File: src/design/u32u16_pkg.sv
// Types and constants shared by the UTF-32 to UTF-16 stream transcoder.
package u32u16_pkg;

  // Mark detection phase
  typedef enum logic [1:0] {
    PH_MARK = 2'd0,
    PH_BODY = 2'd1,
    PH_BAD  = 2'd2
  } phase_t;

  localparam logic [31:0] BOM_BE      = 32'h0000_FEFF;
  localparam logic [31:0] BOM_LE      = 32'hFFFE_0000;
  localparam logic [15:0] BOM16       = 16'hFEFF;
  localparam logic [31:0] SUPP_LO     = 32'h0001_0000;
  localparam logic [31:0] SUPP_HI     = 32'h0010_FFFF;
  localparam logic [5:0]  HI_SURR_TAG = 6'b110110;  // 0xD800 >> 10
  localparam logic [5:0]  LO_SURR_TAG = 6'b110111;  // 0xDC00 >> 10

  // One classified request from the front to the back
  typedef struct packed {
    logic        bad;   // invalid mark: single zero byte
    logic        pair;  // surrogate pair: four bytes
    logic        be;    // big-endian byte order
    logic [15:0] u0;    // first code unit
    logic [15:0] u1;    // second code unit (pair only)
  } cmd_t;

  // Queue status seen by front and back
  typedef struct packed {
    logic full;
    logic empty;
  } q_stat_t;

endpackage

File: src/design/utf32_to_utf16_stream.sv
// Top level of the UTF-32 to UTF-16 byte stream transcoder.
//
//   channel   direction  handshake     payload
//   input     in         push / full   in_byte, in_new_file
//   result    out        pop / empty   out_byte, out_bad_mark, out_last_of_run
//
// One input byte is taken per cycle while the request queue has room.
// Each completed word queues one request; the back end sends its 1, 2 or 4
// bytes one per cycle while pop takes them, via the output register, so the
// output port sets the long-run rate when surrogate pairs come back to back.
// Reset is synchronous; no clearing pass is needed.
// A stalled output fills the queue (QDEPTH requests), then full rises.
module utf32_to_utf16_stream #(
  parameter int QDEPTH = 4
) (
  input  logic       clk,
  input  logic       rst_n,
  input  logic       push,
  output logic       full,
  input  logic [7:0] in_byte,
  input  logic       in_new_file,
  output logic       empty,
  input  logic       pop,
  output logic [7:0] out_byte,
  output logic       out_bad_mark,
  output logic       out_last_of_run
);

  u32u16_pkg::cmd_t    wr_cmd;
  u32u16_pkg::cmd_t    head_cmd;
  u32u16_pkg::q_stat_t q_stat;
  logic                q_push;
  logic                q_pop;

  assign full = q_stat.full;

  u32u16_front u_front (
    .clk         (clk),
    .rst_n       (rst_n),
    .push        (push),
    .in_byte     (in_byte),
    .in_new_file (in_new_file),
    .q_stat      (q_stat),
    .q_push      (q_push),
    .q_data      (wr_cmd)
  );

  u32u16_queue #(
    .DEPTH (QDEPTH)
  ) u_queue (
    .clk     (clk),
    .rst_n   (rst_n),
    .wr_en   (q_push),
    .wr_data (wr_cmd),
    .rd_en   (q_pop),
    .rd_data (head_cmd),
    .stat    (q_stat)
  );

  u32u16_back u_back (
    .clk             (clk),
    .rst_n           (rst_n),
    .q_head          (head_cmd),
    .q_stat          (q_stat),
    .q_pop           (q_pop),
    .pop             (pop),
    .empty           (empty),
    .out_byte        (out_byte),
    .out_bad_mark    (out_bad_mark),
    .out_last_of_run (out_last_of_run)
  );

endmodule

File: src/design/u32u16_front.sv
// Front end: gathers bytes into words, checks the mark, classifies characters.
module u32u16_front (
  input  logic                 clk,
  input  logic                 rst_n,
  input  logic                 push,
  input  logic [7:0]           in_byte,
  input  logic                 in_new_file,
  input  u32u16_pkg::q_stat_t  q_stat,
  output logic                 q_push,
  output u32u16_pkg::cmd_t     q_data
);

  u32u16_pkg::phase_t phase_r, phase_nxt;
  logic [1:0]         pos_r, pos_nxt;
  logic [23:0]        gat_r, gat_nxt;
  logic               be_r, be_nxt;

  logic               accept;
  u32u16_pkg::phase_t ph;
  logic [1:0]         pos;
  logic [23:0]        gat;
  logic [31:0]        word;
  logic [31:0]        chr;
  logic [31:0]        vfull;
  logic [19:0]        v;

  assign accept = push && !q_stat.full;

  // New file restarts detection with this byte as the first
  assign ph   = in_new_file ? u32u16_pkg::PH_MARK : phase_r;
  assign pos  = in_new_file ? 2'd0 : pos_r;
  assign gat  = in_new_file ? 24'd0 : gat_r;
  assign word = {gat, in_byte};

  // Character value in big-endian order, and its supplementary offset
  assign chr   = be_r ? word : {word[7:0], word[15:8], word[23:16], word[31:24]};
  assign vfull = chr - u32u16_pkg::SUPP_LO;
  assign v     = vfull[19:0];

  // Next state and request to the queue
  always_comb begin
    phase_nxt = phase_r;
    pos_nxt   = pos_r;
    gat_nxt   = gat_r;
    be_nxt    = be_r;
    q_push    = 1'b0;
    q_data    = '0;
    q_data.be = be_r;
    if (accept) begin
      phase_nxt = ph;
      pos_nxt   = pos;
      gat_nxt   = gat;
      case (ph)
        u32u16_pkg::PH_MARK, u32u16_pkg::PH_BODY: begin
          if (pos != 2'd3) begin
            gat_nxt = {gat[15:0], in_byte};
            pos_nxt = pos + 2'd1;
          end else begin
            gat_nxt = 24'd0;
            pos_nxt = 2'd0;
            q_push  = 1'b1;
            if (ph == u32u16_pkg::PH_MARK) begin
              if (word == u32u16_pkg::BOM_BE || word == u32u16_pkg::BOM_LE) begin
                be_nxt    = (word == u32u16_pkg::BOM_BE);
                phase_nxt = u32u16_pkg::PH_BODY;
                q_data.be = (word == u32u16_pkg::BOM_BE);
                q_data.u0 = u32u16_pkg::BOM16;
              end else begin
                phase_nxt  = u32u16_pkg::PH_BAD;
                q_data.bad = 1'b1;
              end
            end else if (chr >= u32u16_pkg::SUPP_LO && chr <= u32u16_pkg::SUPP_HI) begin
              q_data.pair = 1'b1;
              q_data.u0   = {u32u16_pkg::HI_SURR_TAG, v[19:10]};
              q_data.u1   = {u32u16_pkg::LO_SURR_TAG, v[9:0]};
            end else begin
              q_data.u0 = chr[15:0];
            end
          end
        end
        default: begin
          // rejected file: ignore bytes
        end
      endcase
    end
  end

  always_ff @(posedge clk) begin
    if (!rst_n) begin
      phase_r <= u32u16_pkg::PH_MARK;
      pos_r   <= 2'd0;
      be_r    <= 1'b0;
    end else begin
      phase_r <= phase_nxt;
      pos_r   <= pos_nxt;
      be_r    <= be_nxt;
    end
  end

  // gathered bytes are fully overwritten before use
  always_ff @(posedge clk) begin
    gat_r <= gat_nxt;
  end

endmodule

File: src/design/u32u16_queue.sv
// Short request queue between the front and the back.
module u32u16_queue #(
  parameter int DEPTH = 4
) (
  input  logic                 clk,
  input  logic                 rst_n,
  input  logic                 wr_en,
  input  u32u16_pkg::cmd_t     wr_data,
  input  logic                 rd_en,
  output u32u16_pkg::cmd_t     rd_data,
  output u32u16_pkg::q_stat_t  stat
);

  localparam int AW = (DEPTH > 1) ? $clog2(DEPTH) : 1;
  localparam int CW = $clog2(DEPTH + 1);

  u32u16_pkg::cmd_t mem_r [DEPTH];
  logic [AW-1:0]    wp_r, wp_nxt;
  logic [AW-1:0]    rp_r, rp_nxt;
  logic [CW-1:0]    cnt_r, cnt_nxt;
  logic             do_wr, do_rd;

  assign stat.full  = (cnt_r == CW'(DEPTH));
  assign stat.empty = (cnt_r == '0);
  assign do_wr      = wr_en && !stat.full;
  assign do_rd      = rd_en && !stat.empty;
  assign rd_data    = mem_r[rp_r];

  // Pointer and count update with wrap at DEPTH
  always_comb begin
    wp_nxt  = wp_r;
    rp_nxt  = rp_r;
    cnt_nxt = cnt_r;
    if (do_wr) begin
      wp_nxt = (wp_r == AW'(DEPTH - 1)) ? '0 : wp_r + 1'b1;
    end
    if (do_rd) begin
      rp_nxt = (rp_r == AW'(DEPTH - 1)) ? '0 : rp_r + 1'b1;
    end
    if (do_wr && !do_rd) begin
      cnt_nxt = cnt_r + 1'b1;
    end else if (do_rd && !do_wr) begin
      cnt_nxt = cnt_r - 1'b1;
    end
  end

  always_ff @(posedge clk) begin
    if (!rst_n) begin
      wp_r  <= '0;
      rp_r  <= '0;
      cnt_r <= '0;
    end else begin
      wp_r  <= wp_nxt;
      rp_r  <= rp_nxt;
      cnt_r <= cnt_nxt;
    end
  end

  always_ff @(posedge clk) begin
    if (do_wr) begin
      mem_r[wp_r] <= wr_data;
    end
  end

endmodule

File: src/design/u32u16_back.sv
// Back end: serializes queued requests into bytes behind an output register.
module u32u16_back (
  input  logic                 clk,
  input  logic                 rst_n,
  input  u32u16_pkg::cmd_t     q_head,
  input  u32u16_pkg::q_stat_t  q_stat,
  output logic                 q_pop,
  input  logic                 pop,
  output logic                 empty,
  output logic [7:0]           out_byte,
  output logic                 out_bad_mark,
  output logic                 out_last_of_run
);

  logic        ov_r, ov_nxt;
  logic [7:0]  ob_r, ob_nxt;
  logic        obad_r, obad_nxt;
  logic        olast_r, olast_nxt;
  logic [1:0]  idx_r, idx_nxt;

  logic        adv, emit, last;
  logic [15:0] unit;
  logic [7:0]  sel;

  // Output register free, or its byte taken this cycle
  assign adv  = !ov_r || pop;
  assign emit = adv && !q_stat.empty;

  assign last = q_head.bad  ? 1'b1 :
                q_head.pair ? (idx_r == 2'd3) : (idx_r == 2'd1);
  assign unit = idx_r[1] ? q_head.u1 : q_head.u0;
  // big-endian sends the high byte first
  assign sel  = (q_head.be ^ idx_r[0]) ? unit[15:8] : unit[7:0];

  assign q_pop = emit && last;

  always_comb begin
    ov_nxt    = ov_r;
    ob_nxt    = ob_r;
    obad_nxt  = obad_r;
    olast_nxt = olast_r;
    idx_nxt   = idx_r;
    if (adv) begin
      ov_nxt = emit;
    end
    if (emit) begin
      ob_nxt    = q_head.bad ? 8'd0 : sel;
      obad_nxt  = q_head.bad;
      olast_nxt = last;
      idx_nxt   = last ? 2'd0 : idx_r + 2'd1;
    end
  end

  always_ff @(posedge clk) begin
    if (!rst_n) begin
      ov_r  <= 1'b0;
      idx_r <= 2'd0;
    end else begin
      ov_r  <= ov_nxt;
      idx_r <= idx_nxt;
    end
  end

  always_ff @(posedge clk) begin
    ob_r    <= ob_nxt;
    obad_r  <= obad_nxt;
    olast_r <= olast_nxt;
  end

  assign empty           = !ov_r;
  assign out_byte        = ob_r;
  assign out_bad_mark    = obad_r;
  assign out_last_of_run = olast_r;

endmodule

File: config.mk
export PLATFORM = sky130hd
export DESIGN_NAME = utf32_to_utf16_stream
export DESIGN_NICKNAME = d
export VERILOG_FILES = /design/src/design/u32u16_pkg.sv /design/src/design/utf32_to_utf16_stream.sv /design/src/design/u32u16_front.sv /design/src/design/u32u16_queue.sv /design/src/design/u32u16_back.sv
export SDC_FILE = /design/constraint.sdc
export NUM_CORES = 1
export LEC_CHECK = 0
export BUFFER_PORTS_ARGS = -buffer_cell sky130_fd_sc_hd__buf_2
export CORE_MARGIN = 2
export CORE_UTILIZATION = 33
export CTS_CLUSTER_DIAMETER = 60
export DETAILED_ROUTE_END_ITERATION = 7
export PLACE_DENSITY = 0.56
export SLEW_MARGIN = 20
export SYNTH_ARGS = -nofsm -noshare
export SYNTH_HDL_FRONTEND = slang
export SYNTH_SLANG_ARGS = --single-unit
File: constraint.sdc
create_clock -name clk -period 9.31 [get_ports clk]
set_input_delay 1.3965 -clock clk [delete_from_list [all_inputs] [get_ports clk]]
set_output_delay 1.3965 -clock clk [all_outputs]
set_load 0.01 [all_outputs]
==> results of run 1 <==
[cell type report]
class | instances | area, um^2
clock buffers | 22 | 464
clock inverters | 10 | 95.1
fillers | 2184 | 14100
inverters | 11 | 41.3
multi-input cells | 328 | 2650
flip-flops and latches | 167 | 4850
well taps | 313 | 392
repair buffers | 30 | 165
[cells in the final DEF, fill, tap and decap left out, types with 11 or more instances in the layout]
cell type	netlist	final
mux4_2	31	31
dfxtp_1	17	16
mux2i_1	17	17
a22oi_1	23	23
inv_1	11	11
buf_2	8	24
nor2_1	48	48
clkbuf_16	0	17
or2_2	11	11
a21oi_1	26	26
o21ai_0	12	12
nand2_1	35	35
edfxtp_1	150	150
[power groups by stage]
| stage | combinational [mW] | clock [mW] | sequential, mW |
|---|---|---|---|
| final | 0.272 | 0.663 | 0.905 |
| after global placement | 0.271 | 0 | 0.919 |
| after global routing | 0.301 | 0.707 | 0.911 |
| after CTS | 0.279 | 0.679 | 0.905 |
| after detailed placement | 0.278 | 0 | 0.921 |
| after floorplan | 0.184 | 0 | 0.915 |
[flip-flops by register name, indices dropped and copies added, names as in the netlist, named ones only]
signal and cells:
u_back.idx_r 2, u_back.out_bad_mark 1, u_back.out_byte 8, u_back.out_last_of_run 1, u_back.ov_r 1, u_front.be_r 1, u_front.gat_r 24, u_front.phase_r 2
u_front.pos_r 2, u_queue.cnt_r 3, u_queue.mem_r 116, u_queue.rp_r 2, u_queue.wp_r 2
[critical path, cell delays in order]
cell and delay [ns]:
buf_2 0.61, nor2_1 0.22, inv_1 0.12, ha_1 0.19
o31ai_1 0.14, a221oi_4 0.60, nand4_1 0.71, nor3_1 0.57
[kinds of logic after synthesis]
kind of cell    Yosys count  share of synthesized area (%)
fa+ha+maj                10                           1.72
xor+xnor                  7                          0.796
compound gates          101                           9.53
simple gates            162                           11.0
flops                   167                           62.9
mux                      48                           11.3
buf+inv                  47                           2.76
[routing by layer]
| layer | up-vias | global-route usage (%) | wire length [um] |
|---|---|---|---|
| li1 | 2137 | - | - |
| met1 | 2356 | 20.2 | 8100 |
| met2 | 106 | 23.9 | 8210 |
| met3 | 22 | 3.13 | 613 |
| met4 | 0 | 4.72 | 280 |
| met5 | - | 0 | 0 |
[worst max path at each step]
stage	start	to	slack [ns]	cells past startpoint
after global placement	in_new_file	u_queue.mem_r[0][8]	4.68	7
after global routing	in_new_file	u_queue.mem_r[2][8]	4.53	8
after detailed placement	in_new_file	u_queue.mem_r[2][8]	4.56	7
final	in_new_file	u_queue.mem_r[0][8]	4.91	8
after floorplan	push	u_queue.cnt_r[2]	5.12	10
after CTS	in_new_file	u_queue.mem_r[1][8]	4.98	7
==> key figures, run 1 <==
Die
  – Die area: 24600 um^2
  – I/O Pins: 25
  – Die W: 157 um
  – Die H: between 150 and 200 um
  – Core Footprint: roughly 23000 um^2
  – Initial Util: 33.8%
  – # rows: between 50 and 60

Timing
  – WHS: around 0.47 ns
  – Slew of the pin with the lowest slew margin: roughly 1.1 ns
  – Final min period: between 4 and 5 ns
  – Worst Setup Slack, final: just under 5 ns
  – Worst slew margin: 26.3%
  – Fin. max-slew vios: 0
  – Endpoints failing hold: 0
  – Skew final: around 0.018 ns
  – RSZ-0062 raised after global routing: no
  – Setup TNS: 0 ns
  – Final setup fails: 0
  – Fin crit share: between 40% and 50%
  – Maximum clock frequency: 0.227 GHz

CTS
  – Worst-Skew Late Latency: around 0.43 ns
  – H-tree Lvls: 4
  – Setup bufs post-CTS: 0
  – Clock-pin slew on the worst setup and hold paths: approximately 0.060 ns
  – CTS tree: done
  – Cts repair resizes: 0
  – CTS sink count: around 170
  – Clock Tree Root: clkbuf_16
  – Hold_buf cts: 0
  – TritonCTS buffer count: 17
  – Clock Path Buffers: 2

Min path
  – Hold path endpoint: u_front.pos_r[1]
  – Critical hold path startpoint: u_front.pos_r[1]
  – Hold crit path type: reg -> reg
  – Hold-critical path depth: 2

Global route
  – Gr ovfl total: 0
  – Initial antenna violation count: 0
  – Vias in the first global route: 4787
  – Total GRT Usage: between 10% and 20%
  – Largest net degree at the start of global routing: 48
  – Global-route wire length before repair: 27400 um

Logic synthesis
  – Post-synth top cells: edfxtp_1, nor2_1, nand2_1
  – Ys async rst share: 0%
  – Post-Syn Nets: ~570
  – Post-Syn Area: approximately 7700 um^2
  – Unique cell type count in the Yosys netlist: 56
  – Post-synth EDFFs: 150
  – Sequential area share after synthesis: between 60% and 70%
  – Ys flop type: edfxtp_1
  – Synth Instances: ~540
  – Flops & latches, synth: between 150 and 200
  – Synth Area per Inst: about 14 um^2
  – Synth area leaders: edfxtp_1, mux4_2, dfxtp_1, nor2_1, a22oi_1
  – Dominant cell type by area after synthesis: edfxtp_1
  – Count leader, synth: edfxtp_1
  – YS warnings: 0
  – Yosys top cell area share: just under 60%

Critical path
  – R2R cell count: 9
  – Setup CP Type: in -> reg
  – Crit path DAT: 4.58 ns
  – Critical Path Fanout Max: 47
  – Setup crit start kind: input pin
  – Worst Path Required: 9.49 ns
  – CP endpoint kind: flip-flop
  – Reg2Reg Launch Point: u_front.be_r
  – Capture point of the worst reg-to-reg path: u_queue.mem_r[0][8]
  – R2R Setup Slk: between 5 and 6 ns

Power
  – VDD IR max: ~0.11 mV
  – Pleak: 2.96 nW
  – Net Sw Frac: a little over a quarter
  – Sequential share of power: 49.2%
  – Net Sw Power: 482 uW
  – Final Power: between 1.5 and 2 mW
  – Clk pwr share: 36.0%
  – P per Cell Area: between 200 and 250 nW/um^2
  – Comb pwr share: about 15%
  – Int Power: ~1.4 mW

Cells and area
  – Final instance area: between 8000 and 9000 um^2
  – Final Util: a little under two fifths
  – Area growth, synth to finish: 12.4%
  – Layout cells sized above 1: 21.1%
  – Diode count: 0
  – Final net count: slightly below 600
  – Post-Layout Cell Count: 881

Place
  – IO Port Bufs: 24
  – Placed cell count: ~850
  – Post-DP HPWL: roughly 11000 um
  – GP Congestion: 0.859
  – Dpl ws: 4.56 ns
  – Area of placed instances: a little over 8000 um^2

Route
  – DR iter-0 viols: between 400 and 500
  – Final WL: around 17000 um
  – Via density: 5.25
  – Via count: around 4600
  – Drt pass-1 iters: 5
  – Avg WL per Cell: roughly 20 um
  – Post-DRT Antenna Nets: 0
  – Drt drc: 0

Flow run
  – Maxcap violations: 0

Run status
  – Status: finished, final reports clean
No activity file was read; power rests on OpenSTA's default activity.
==> run 2, diff against run 1 <==
==> constraint.sdc (replaced) <==
create_clock -name clk -period 4.37 [get_ports clk]
set_input_delay 0.6555 -clock clk [delete_from_list [all_inputs] [get_ports clk]]
set_output_delay 0.6555 -clock clk [all_outputs]
set_load 0.01 [all_outputs]
==> run 2 against run 1 <==
  * Worst setup slack lost 4.2 ns
  * Utilization grew 0.34 points
  * Combinational power grew 110%
  * Critical endpoint is now u_queue.mem_r[3][8]
  * Clock-buffer cell count shrank 5
  * Largest cell class unchanged
  * Global-route usage is essentially flat
  * Clock power grew 130%
  * Critical path type is now reg -> reg
  * Critical path depth shrank 1
  * Wire length grew 1.2%
  * Register-to-register slack lost 5.0 ns
  * Sequential power grew 110%
  * Hold slack lost 0.0080 ns
  * Final cell count grew 0.68%
==> key figures, run 2 (synthesized netlist as in run 1, its figures left out) <==
Die
  – # rows: 55 (unchanged)
  – Initial Util: 33.8% (unchanged)
  – Die H: 157 um (unchanged)
  – Die area: 24600 um^2 (unchanged)
  – I/O Pins: 25 (unchanged)
  – Core Footprint: 22800 um^2 (unchanged)
  – Die W: 157 um (unchanged)

Global route
  – Total GRT Usage: 14.9% (+0.045 points)
  – Largest net degree at the start of global routing: 36 (-25%)
  – Initial antenna violation count: 0 (unchanged)
  – Gr ovfl total: 0 (unchanged)
  – Vias in the first global route: 4771 (-0.33%)
  – Global-route wire length before repair: 27500 um (+0.66%)

Cells and area
  – Final net count: 584 (+1.0%)
  – Commonest non-fill, non-tap cell in the layout: edfxtp_1
  – Largest Register: u_queue.mem_r
  – Fillers: 2149 (-1.6%)
  – Commonest non-fill, non-tap cells in the layout: edfxtp_1, nor2_1, nand2_1
  – Max FFs per register: 116 (unchanged)
  – Area of the multi-input gates: 2660 um^2 (about the same)
  – Layout cells sized above 1: 22.1% (+1.0 points)
  – Sequential cell area: 4850 um^2 (unchanged)
  – Area growth, synth to finish: 13.4%
  – Diode count: 0 (unchanged)

Min path
  – Hold crit path type: reg -> reg

Power
  – VDD IR max: 0.258 mV (+140%)
  – Pleak: 3.01 nW (+1.6%)
  – P per Cell Area: 460 nW/um^2 (+120%)

Critical path
  – Crit path DAT: 3.86 ns (-0.72 ns)
  – CP endpoint kind: flip-flop
  – Worst Path Required: 4.56 ns (-4.93 ns)
  – Setup CP Type: reg -> reg
  – Setup crit start kind: flip-flop
  – Critical Path Fanout Max: 17 (-64%)

Timing
  – Endpoints failing hold: 0 (unchanged)
  – Fin. max-slew vios: 0 (unchanged)
  – Final min period: roughly 3.7 ns
  – Skew final: 0.0131 ns (-0.00449 ns)
  – Maximum clock frequency: 0.272 GHz
  – Setup TNS: 0 ns (unchanged)
  – Fin crit share: 84.0%
  – Worst Setup Slack, final: 0.698 ns (-4.21 ns)
  – Slew of the pin with the lowest slew margin: 0.813 ns (-0.285 ns)
  – Worst slew margin: 45.7% (+19 points)
  – RSZ-0062 raised after global routing: no
  – Final setup fails: 0 (unchanged)

CTS
  – TritonCTS buffer count: 17 (unchanged)
  – Setup bufs post-CTS: 0 (unchanged)
  – Clock Path Buffers: 2 (unchanged)
  – Clock-pin slew on the worst setup and hold paths: 0.07 ns (about the same)
  – H-tree Lvls: 4 (unchanged)
  – Hold_buf cts: 0 (unchanged)
  – CTS tree: done
  – CTS sink count: 167 (unchanged)
  – Clock Tree Root: clkbuf_16
  – Cts repair resizes: 0 (unchanged)
  – Worst-Skew Late Latency: 0.43 ns (about the same)

Run status
  – Status: finished, final reports clean

Flow run
  – Maxcap violations: 0 (unchanged)

Place
  – Dpl ws: 0.581 ns (-3.98 ns)
  – Post-DP HPWL: 11600 um (+2.6%)
  – GP Congestion: 0.920 (+7.1%)
  – IO Port Bufs: 24 (unchanged)

Route
  – Drt pass-1 iters: 5 (unchanged)
  – Final WL: 17400 um (+1.2%)
  – Via density: 5.29 (+0.91%)
  – Drt drc: 0 (unchanged)
  – Via count: 4695 (+1.6%)
  – DR iter-0 viols: 375 (-12%)
  – Avg WL per Cell: 19.6 um (+0.52%)
  – Post-DRT Antenna Nets: 0 (unchanged)
run 2: changes by cell type in the layout (fill, tap and decap cells not counted), moves of 3 or more:
cell | previous run | this run
and2_1 | 7 | 11
and2_2 | 4 | 0
buf_4 | 6 | 12
clkbuf_1 | 3 | 0
inv_6 | 2 | 6
run 2: path summary, 6_finish.rpt:
| kind | from | end | slack [ns] | depth (start not counted) |
|---|---|---|---|---|
| min reg2reg | u_front.pos_r[1] | u_front.pos_r[1] | 0.46 | 2 |
| max reg2reg | u_front.be_r | u_queue.mem_r[3][8] | 0.70 | 7 |
| min | u_front.pos_r[1] | u_front.pos_r[1] | 0.46 | 2 |
| max | u_front.be_r | u_queue.mem_r[3][8] | 0.70 | 7 |
run 2: area by class of cell:
cell class                      count  share of cell area, %
Sequential cell                   167                   55.5
Multi-Input combinational cell    328                   30.4
Clock buffer                       17                   4.87
Tap cell                          313                   4.48
Timing Repair Buffer               36                   2.41
Clock inverter                     15                   1.89
Inverter                           11                  0.473
run 2: power by group:
part	total, mW	internal (mW)	switching [mW]
clock network	1.51	0.857	0.653
logic	0.573	0.238	0.335
registers	1.93	1.84	0.0929
total	4.02	2.94	1.08
run 2: critical path, cell delays in order, from the launching register on:
cell and delay (ns):
dfxtp_1 0.82, buf_4 0.30, nor2_2 0.10, a22oi_1 0.34
and4_1 0.25, a311o_1 0.51, nand4_1 0.58, nor3_1 0.54
run 2: per-layer routing:
metal,vias up,routed length (um),track usage [%]
met5,-,0,0
met4,0,219,3.84
met3,24,650,3.77
met2,126,8700,24.9
met1,2390,7840,19.4
li1,2155,-,-
run 2: per-stage QoR:
step                      area (um^2)  hold slack [ns]  power [mW]  std cells  util, %
after floorplan                  7700            0.432        2.34        542        -
after global placement           8140            0.447        2.54        855     35.7
after detailed placement         8140            0.458        2.55        855     35.7
after CTS                        8730            0.466        4.06        887     38.3
after global routing             8730            0.473        4.19        887     38.3
final                            8730            0.461        4.02        887     38.3
